`config.mk`:
```
export PLATFORM = sky130hd
export DESIGN_NAME = psmm_page_map
export DESIGN_NICKNAME = d
export VERILOG_FILES = /design/src/rtl/psmm_pkg.sv /design/src/rtl/psmm_page_map.sv
export SDC_FILE = /design/constraint.sdc
export NUM_CORES = 1
export LEC_CHECK = 0
export BUFFER_PORTS_ARGS = -buffer_cell sky130_fd_sc_hd__buf_2
export CAP_MARGIN = 10
export CORE_ASPECT_RATIO = 1.75
export CORE_MARGIN = 2
export CORE_UTILIZATION = 55
export CTS_CLUSTER_SIZE = 28
export DETAILED_ROUTE_END_ITERATION = 7
export HOLD_SLACK_MARGIN = 0.1
export PLACE_DENSITY = 0.81
export SYNTH_ARGS = -nofsm -noshare
export SYNTH_HDL_FRONTEND = slang
export SYNTH_SLANG_ARGS = --single-unit
```
`constraint.sdc`:
```
create_clock -name clk -period 1.3 [get_ports clk]
set_clock_uncertainty 0.1 [all_clocks]
set_input_delay 0.26 -clock clk [delete_from_list [all_inputs] [get_ports clk]]
set_output_delay 0.26 -clock clk [all_outputs]
set_load 0.02 [all_outputs]
```
`src/rtl/psmm_pkg.sv`:
```
`default_nettype none

package psmm_pkg;

	// Memory geometry. PAGE_BYTES is expected to be a power of two.
	localparam int PAGE_BYTES = 16384;
	localparam int SLOT_COUNT = 4;
	localparam int PAGES      = 4;
	localparam int PAGE_W     = $clog2(PAGE_BYTES);
	localparam int SLOT_W     = (SLOT_COUNT > 2) ? 2 : 1;
	localparam int SLOT_BYTES = PAGES * PAGE_BYTES;
	localparam int MEM_DEPTH  = SLOT_COUNT * SLOT_BYTES;
	localparam int MEM_AW     = $clog2(MEM_DEPTH);

	// The RAM slots (slot 2 and up) are zeroed after reset.
	localparam int CLEAR_BASE   = 2 * SLOT_BYTES;
	localparam bit CLEAR_NEEDED = (CLEAR_BASE < MEM_DEPTH);

	localparam logic [7:0]  READ_UNMAPPED   = 8'hff;
	localparam logic [15:0] ROM_MASK_RESET  = 16'h0003;
	localparam logic [15:0] EN_MASK_RESET   = 16'hf003;
	localparam logic [3:0]  PAGE_FLAG_RESET = 4'b0011;

	typedef enum logic [1:0] {
		KIND_READ    = 2'd0,
		KIND_WRITE   = 2'd1,
		KIND_SELECT  = 2'd2,
		KIND_PRELOAD = 2'd3
	} kind_t;

	typedef enum logic [1:0] {
		CFG_ROM_MASK = 2'd0,
		CFG_EN_MASK  = 2'd1,
		CFG_SPARE2   = 2'd2,
		CFG_SPARE3   = 2'd3
	} cfg_index_t;

	// Latched mapping of one page.
	typedef struct packed {
		logic [1:0] slot;
		logic       read_only;
		logic       enabled;
	} page_info_t;

	function automatic logic slot_exists(input logic [1:0] slot);
		return ({1'b0, slot} < 3'(SLOT_COUNT));
	endfunction

	// Byte address inside the slot memory. The page offset uses address bits
	// 13..0 only, so a small page mirrors and a large page is only partly reachable.
	function automatic logic [MEM_AW-1:0] mem_addr(input logic [1:0] slot,
			input logic [15:0] address);
		return {SLOT_W'(slot), address[15:14], PAGE_W'(address[13:0])};
	endfunction

endpackage

`default_nettype wire

```
`src/rtl/psmm_page_map.sv`:
```
`default_nettype none

module psmm_page_map (
	input  wire logic                   clk,
	input  wire logic                   arst_n,
	input  wire logic                   cfg_we,
	input  wire logic [1:0]             cfg_index,
	input  wire logic [15:0]            cfg_data,
	input  wire logic                   sel_we,
	input  wire logic [7:0]             sel_data,
	input  wire logic [1:0]             lookup_page,
	output psmm_pkg::page_info_t        info
);

	logic [15:0] rom_mask_q;
	logic [15:0] en_mask_q;
	logic [1:0]  slot_q [psmm_pkg::PAGES];
	logic [3:0]  ro_q;
	logic [3:0]  en_q;
	logic [3:0]  ro_next;
	logic [3:0]  en_next;

	always_ff @(posedge clk or negedge arst_n) begin
		if (!arst_n) begin
			rom_mask_q <= psmm_pkg::ROM_MASK_RESET;
			en_mask_q  <= psmm_pkg::EN_MASK_RESET;
		end else if (cfg_we) begin
			case (psmm_pkg::cfg_index_t'(cfg_index))
				psmm_pkg::CFG_ROM_MASK: rom_mask_q <= cfg_data;
				psmm_pkg::CFG_EN_MASK:  en_mask_q  <= cfg_data;
				default: ;
			endcase
		end
	end

	// Flags of each page come from the mask bit slot*4+page of the new slot.
	always_comb begin
		logic [1:0] sl;
		logic [3:0] bitn;
		ro_next = '0;
		en_next = '0;
		for (int p = 0; p < psmm_pkg::PAGES; p++) begin
			sl   = sel_data[2*p +: 2];
			bitn = {sl, 2'(p)};
			if (psmm_pkg::slot_exists(sl)) begin
				ro_next[p] = rom_mask_q[bitn];
				en_next[p] = en_mask_q[bitn];
			end
		end
	end

	always_ff @(posedge clk or negedge arst_n) begin
		if (!arst_n) begin
			for (int p = 0; p < psmm_pkg::PAGES; p++) begin
				slot_q[p] <= 2'd0;
			end
			ro_q <= psmm_pkg::PAGE_FLAG_RESET;
			en_q <= psmm_pkg::PAGE_FLAG_RESET;
		end else if (sel_we) begin
			for (int p = 0; p < psmm_pkg::PAGES; p++) begin
				slot_q[p] <= sel_data[2*p +: 2];
			end
			ro_q <= ro_next;
			en_q <= en_next;
		end
	end

	assign info.slot      = slot_q[lookup_page];
	assign info.read_only = ro_q[lookup_page];
	assign info.enabled   = en_q[lookup_page];

endmodule

`default_nettype wire

```
==> results of run 1 <==
-- critical path, cell delays in order (launching register included) --
cell	delay [ns]
dfrtp_1	0.40
mux4_2	0.48
buf_6	0.15
-- layout by cell type (no fill, tap or decap), drive strengths merged --
master	n
buf	47
bufinv	1
clkbuf	6
clkinv	1
dfrtp	36
dfstp	12
dlygate4sd3	6
inv	4
mux2	36
mux2i	16
mux4	4
nand2	4
nand2b	12
nand3b	1
nor3b	1
o21ai	4
o221ai	8
-- layer usage --
layer  part of all wire  wire, um
met5                  0         0
met4              0.024        96
met3              0.035       143
met2               0.59      2400
met1               0.35      1450
-- area by class of cell --
type / instances / area, um^2 / share of cell area
sequential: 48 / 1220 / 0.458
multi-input combinational: 86 / 866 / 0.326
timing repair buffer: 53 / 388 / 0.146
clock buffer: 6 / 72.6 / 0.0274
tap: 48 / 60.1 / 0.0226
clock inverter: 2 / 35.0 / 0.0132
inverter: 4 / 15.0 / 0.00566
-- metrics by stage --
step | area [um^2] | setup slack (ns) | std cells | TNS, ns | hold slack [ns]
floorplan | 2150 | -0.0136 | 146 | -0.136 | -0.136
global placement | 2410 | -0.136 | 227 | -1.05 | 0.0518
detailed placement | 2410 | -0.165 | 227 | -1.77 | 0.0688
CTS | 2620 | -0.406 | 243 | -1.56 | 0.101
global route | 2650 | -0.413 | 247 | -1.62 | 0.103
finish | 2650 | -0.386 | 247 | -1.52 | 0.109
-- report_power, final --
group	switching [mW]	internal, mW
Combinational	0.294	0.447
Clock	0.462	0.571
Sequential	0.144	1.81
-- logic make-up (layout without fill, tap and decap cells) --
kind of cell | count (synthesis) | count (layout) | synth area share
compound gates | 12 | 12 | 0.0421
simple gates | 18 | 18 | 0.0561
buf+inv | 12 | 65 | 0.0280
mux | 56 | 56 | 0.306
flops | 48 | 48 | 0.568
-- sequential cells by signal, summed over array words and instances (netlist names) --
register	cells
en_mask_q	16
rom_mask_q	16
slot_q	8
en_q	4
ro_q	4
-- final timing paths --
check                                endpoint  slack, ns          from  cells after the start
worst max register to register        en_q[2]       0.15       en_q[2]                      5
min in group asynchronous       rom_mask_q[7]       0.28        arst_n                      2
worst min-delay path            rom_mask_q[1]       0.11   cfg_data[1]                      2
worst min register to register   en_mask_q[2]       0.41  en_mask_q[2]                      1
worst max-delay path                  info[1]      -0.39       ro_q[3]                      2
max in group asynchronous       en_mask_q[13]       0.26        arst_n                      3
-- what timing repair did --
item,4_1_cts,5_1_grt
cloned,0,0
endpoints found under the hold margin,42,1
resized for setup,8,0
setup endpoints to repair,4,4
setup buffers,3,3
hold buffers,5,1
==> run metrics, run 1 <==
status finished, violations left; failing checks negative setup slack; FMAX 593 MHz; GR peak layer met2; unrepaired setup endpoints after global routing true; final layout net count 230; Yosys top cell area share 0.421; final worst slack -0.386 ns; Pleak 1.20 nW; fraction of layout cells with a size suffix above 1 0.543; clock slew at the register clock pins of the worst setup and hold paths 0.08 ns; die width 51.2 um; synth top area cells dfrtp_1 (42%), mux2_2 (19%), dfstp_2 (15%); WP data required 0.94 ns; startpoint types flop; Rows 30; DRC 0; Pwr Density 1400 mW/mm^2; final setup vio count 4; core area 0.00379 mm^2; DRT Wirelength 4080 um; Slew Limit Fails 0; asr flop ratio synth 1.00; initial antenna violation count 0; Chip Height 86.6 um; Final Hold Vio Count 0; die area 0.00443 mm^2; yosys warns 0; final core occ 0.700; Unique masters post-synth 16; IO Pins 36; worst-path fanout max 2; drt first pass iters 4; fill cell count 293; Hold Path Class in2reg; post-synthesis instance area 0.00214 mm^2; root buffer cell clkbuf_8; CTS Buf Count 5; Clock Latency Late Sink 0.29 ns; global-route usage over all layers 0.211; Clock Tree Buf Depth 2; Starting Density 0.565; Seq cells post-synth 48; Post-Syn Nets 178; first-iteration detailed-routing DRC count 19; Rel. slew slack 0.753; Critical Path AT 1.33 ns; CP endpoint kind output port; Syn-to-layout area delta 23.8%; routed vias/inst 5.57; total power draw 3.73 mW; Max VDD drop 1.50 mV; Post-synth EDFFs 0; # port buffers 35; first-pass GRT wire length 6800 um; Setup CP Type reg2out; Final GP Congestion 0.714; number of routed nets with antenna violations 0; period utilization 1.30; register area share after synthesis 0.568; Primary FF master, synth dfrtp_1; average size of a mapped cell 14.7 um^2; Worst Tran Pin Value 0.370 ns; largest net degree at the start of global routing 37; total grt overflow 0; synthesized instance count 146; Synth area leader dfrtp_1; Post-DP HPWL 3090 um; clk sinks 48; met3 usage 0.0345; vias after detailed routing 1,377; shortest period the worst path allows 1.69 ns; H-Tree Depth 2; vias in the first global route 1,478; M1 GR Usage 0.231; met2 usage 0.390; CTS tree built; Routed wire per std cell 16.5 um; Ant. Diodes 0; Max Cap Viol 0; synth cell count leaders dfrtp_1 (36), mux2_2 (36), mux2i_1 (16)
Note: power is estimated with default switching activity, not from simulation.
==> run 2: changes to the inputs <==
--- a/config.mk
+++ b/config.mk
@@ -13,7 +13,8 @@
 export CTS_CLUSTER_SIZE = 28
 export DETAILED_ROUTE_END_ITERATION = 7
 export HOLD_SLACK_MARGIN = 0.1
-export PLACE_DENSITY = 0.81
+export PLACE_DENSITY = 0.78
+export REMOVE_ABC_BUFFERS = 1
 export SYNTH_ARGS = -nofsm -noshare
 export SYNTH_HDL_FRONTEND = slang
 export SYNTH_SLANG_ARGS = --single-unit
==> constraint.sdc (replaced) <==
create_clock -name clk -period 1.6 [get_ports clk]
set_clock_uncertainty 0.1 [all_clocks]
set_input_delay 0.32 -clock clk [delete_from_list [all_inputs] [get_ports clk]]
set_output_delay 0.32 -clock clk [all_outputs]
set_load 0.02 [all_outputs]
==> run 2 against run 1 <==
Net effect: the flow still finishes with violations (negative setup slack); non-clock buffer count decreased by 13; worst setup slack improved by 0.23 ns; global-route usage decreased by 0.70 points; sequential power decreased by 18%; combinational power decreased by 27%; critical path type unchanged; largest power group unchanged.
==> run metrics, run 2 (synthesis gave the netlist of run 1 again) <==
Final GP Congestion 0.732; unrepaired setup endpoints after global routing true; Critical Path AT 1.34 ns; Setup CP Type reg2out; IO Pins 36; vias in the first global route 1,505; cell area after layout 0.00251 mm^2; Worst Tran Pin Value 0.373 ns; clock slew at the register clock pins of the worst setup and hold paths 0.09 ns; Syn-to-layout area delta 17.4%; Rows 30; worst-path fanout max 2; total grt overflow 0; shortest period the worst path allows 1.76 ns; H-Tree Depth 2; Chip Height 86.6 um; vias after detailed routing 1,318; first-pass GRT wire length 6650 um; CP endpoint kind output port; Pwr Density 1130 mW/mm^2; Clock Latency Late Sink 0.29 ns; Pleak 1.13 nW; DP Area 0.00238 mm^2; biggest regs en_mask_q: 16 flops, rom_mask_q: 16 flops, slot_q: 8 flops; fraction of layout cells with a size suffix above 1 0.543; Rel. slew slack 0.752; first-iteration detailed-routing DRC count 19; DP Worst Slack 0.0145 ns; # port buffers 35; global-route usage over all layers 0.204; startpoint types flop; final worst slack -0.157 ns; DRC 0; Max VDD drop 0.850 mV; final setup vio count 4; setup TNS -0.555 ns; root buffer cell clkbuf_8; Routed wire per std cell 16.9 um; die width 51.2 um; Hold Path Class in2reg; DRT Wirelength 3960 um; failing checks negative setup slack; Final Hold Vio Count 0; FMAX 569 MHz; routed vias/inst 5.63; CTS Buf Count 5; core area 0.00379 mm^2; final layout net count 217; die area 0.00443 mm^2; Clock Tree Buf Depth 2; most frequent cells in the layout mux2_2 (36), dfrtp_1 (36), buf_2 (31), mux2i_1 (16); status finished, violations left; Slew Limit Fails 0; CTS tree built; number of routed nets with antenna violations 0; Max Cap Viol 0; Post-DP HPWL 3010 um; initial antenna violation count 0; Starting Density 0.565; WP data required 1.18 ns; drt first pass iters 3; largest net degree at the start of global routing 49; clk sinks 48; period utilization 1.10; Ant. Diodes 0
[run 2: changes by cell type in the layout (fill, tap and decap cells not counted)]
cell	previous run	this run
buf_12	3	2
buf_4	9	2
bufinv_16	1	0
clkbuf_1	1	0
clkbuf_8	5	6
clkinv_2	1	2
dlygate4sd3_1	6	1
[run 2: where the power goes]
| part | internal (mW) | total, mW | switching [mW] |
|---|---|---|---|
| sequential | 1.47 | 1.59 | 0.116 |
| combinational | 0.313 | 0.540 | 0.228 |
| clock | 0.345 | 0.723 | 0.378 |
| total | 2.13 | 2.85 | 0.722 |
[run 2: critical path, cell delays in order (launching register included)]
cell and delay, ns:
dfrtp_1 0.40, mux4_2 0.49, buf_6 0.15
[run 2: worst paths after layout]
check                         startpoint  slack [ns]  cells after the start            end
min in group asynchronous         arst_n        0.43                      3   en_mask_q[4]
max in group asynchronous         arst_n        0.69                      3  en_mask_q[15]
setup / recovery                 ro_q[3]       -0.16                      2        info[1]
hold / removal               cfg_data[4]        0.16                      2   en_mask_q[4]
setup reg to reg           rom_mask_q[0]        0.56                      2        ro_q[0]
hold reg to reg                  en_q[3]        0.41                      2        en_q[3]
[run 2: per-stage QoR]
step / hold slack, ns / cells / power, mW / utilization
2_1_floorplan: -0.0756 / 138 / 1.90 / -
3_3_place_gp: 0.212 / 224 / 2.07 / 0.628
3_5_place_dp: 0.220 / 224 / 2.13 / 0.628
4_1_cts: 0.156 / 233 / 2.89 / 0.661
5_1_grt: 0.157 / 234 / 3.00 / 0.663
6_report: 0.161 / 234 / 2.85 / 0.663
[run 2: routing by layer]
layer	GRT usage	share of wire	vias up
met2	0.365	0.56	32
li1	-	-	606
met4	0.106	0.028	0
met1	0.221	0.37	668
met5	0	0	-
met3	0.0397	0.035	12
[run 2: repair_timing]
| item | in CTS | in global routing |
|---|---|---|
| pin swaps | 0 | 0 |
| buffers inserted | 0 | 1 |
| endpoints found under the hold margin | 36 | 0 |
| gates cloned | 0 | 0 |
| hold buffers | 1 | 0 |
| resized for setup | 8 | 0 |
| setup endpoints to repair | 4 | 4 |
[run 2: cell type report]
class,count,area (um^2)
timing repair buffer,40,265
inverter,4,15.0
tap,48,60.1
multi-input combinational,86,866
clock inverter,2,10.0
sequential,48,1220
fill,284,1280
clock buffer,6,82.6
==> run 3: changes to the inputs <==
==> constraint.sdc (replaced) <==
create_clock -name clk -period 1.6 [get_ports clk]
set_clock_uncertainty 0.1 [all_clocks]
set_input_delay 0.24 -clock clk [delete_from_list [all_inputs] [get_ports clk]]
set_output_delay 0.24 -clock clk [all_outputs]
set_load 0.02 [all_outputs]
==> run 3 against run 2 <==
Net effect: the run still ends with negative setup slack left; sequential power barely moved; critical path depth did not move; via count rose by 4.0%; global-route usage rose by 1.0 points; critical path type unchanged; critical endpoint is now info[0].
==> run metrics, run 3 (synthesis gave the netlist of run 1 again) <==
status finished, violations left; failing checks negative setup slack; CP endpoint kind output port; die area 0.00443 mm^2; fraction of layout cells with a size suffix above 1 0.517; slowest stage delay, CP 0.49 ns; final worst slack -0.0661 ns; Syn-to-layout area delta 28.9%; most frequent cells in the layout mux2_2 (36), dfrtp_1 (36), buf_2 (31), dlygate4sd3_1 (17), mux2i_1 (16); Hold EP slot_q[7]; Final Hold Vio Count 0; Max Cap Viol 0; placed cell count 224; Slew Limit Fails 0; period utilization 1.04; first-iteration detailed-routing DRC count 13; unrepaired setup endpoints after global routing true; Critical Path AT 1.33 ns; setup TNS -0.218 ns; startpoint types flop; first-pass GRT wire length 6880 um; final setup vio count 4; # port buffers 35; worst-path fanout max 2; core area 0.00379 mm^2; number of routed nets with antenna violations 0; shortest period the worst path allows 1.67 ns; worst reg-to-reg setup slack 0.47 ns; clk sinks 48; CTS tree built; Routed wire per std cell 16.0 um; IO Pins 36; Post-DP HPWL 2990 um; WP data required 1.26 ns; routed vias/inst 5.33; FMAX 600 MHz; Clock Tree Buf Depth 2; global-route usage over all layers 0.214; critical path depth 2; biggest regs en_mask_q: 16 flops, rom_mask_q: 16 flops, slot_q: 8 flops; die width 51.2 um; worst reg2reg startpoint slot_q[2]; Max VDD drop 0.956 mV; FF-to-FF path depth 3; Pwr Density 1130 mW/mm^2; CTS Buf Count 5; DRC 0; largest net degree at the start of global routing 29; vias after detailed routing 1,371; Setup CP Type reg2out; initial antenna violation count 0; Ant. Diodes 0; Hold Path Class in2reg; vias in the first global route 1,533; worst path cell trace mux4_2, buf_6; drt first pass iters 4; total grt overflow 0; Worst Tran Pin Value 0.509 ns; fill cell count 240; R2R Path End slot_q[2]; CP top delay family multiplexers; Non-Filler Instances 257; Starting Density 0.565; root buffer cell clkbuf_8; Rel. slew slack 0.661; clock slew at the register clock pins of the worst setup and hold paths 0.08 ns; hold_sp sel_data[1]; H-Tree Depth 2; Rows 30; Clock Latency Late Sink 0.30 ns; Pleak 1.25 nW; Chip Height 86.6 um; final layout net count 240; worst hold path stage count 3; Final GP Congestion 0.712; Worst Path Buf+Inv 1; DRT Wirelength 4110 um; final core occ 0.728; Slowest-stage cell, CP mux4_2
[run 3: worst max path at each step]
stage                              start        endpoint
after floorplan             cfg_index[1]  rom_mask_q[10]
after global placement    lookup_page[0]         info[0]
after detailed placement  lookup_page[0]         info[2]
after CTS                      slot_q[7]         info[3]
after global routing             en_q[2]         info[0]
final                            en_q[3]         info[0]
[run 3: cell type report]
type,count,area (um^2),area share
clock buffers,7,96.3,0.0349
clock inverters,1,30.0,0.0109
inverters,4,15.0,0.00544
multi-input cells,86,866,0.314
flip-flops and latches,48,1220,0.440
well taps,48,60.1,0.0217
repair buffers,63,478,0.173
[run 3: through the flow]
step	area, um^2	hold WS, ns	setup WS, ns	power [mW]
final	2760	0.126	-0.0661	3.13
after CTS	2740	0.117	-0.0602	3.14
after detailed placement	2380	0.129	0.181	2.12
after floorplan	2100	-0.156	0.229	1.90
after global placement	2380	0.117	0.201	2.08
after global routing	2760	0.147	-0.103	3.30
[run 3: what timing repair did]
item                                    CTS  global route
endpoints found under the setup margin    4             4
setup buffers                             5             3
gates cloned                              0             0
resized for setup                         8             0
endpoints found under the hold margin    42             0
hold buffers                             17             0
[run 3: power by group]
part,internal (mW),total [mW],switching [mW]
Combinational,0.371,0.609,0.238
Sequential,1.47,1.59,0.118
Clock,0.551,0.929,0.378
Total,2.39,3.13,0.735
[run 3: metal layers]
layer	global-route usage	vias up	wire, um
met2	0.393	26	2360
met3	0.0448	5	142
li1	-	653	-
met4	0.0811	0	64
met5	0	-	0
met1	0.234	687	1540
[run 3: worst min-delay path: cells and delay by family]
family,cells,cell delay (ns)
AO/OA/AOI/OAI,1,0.08
buffers and inverters,1,0.09
AND/OR/NAND/NOR,1,0.08
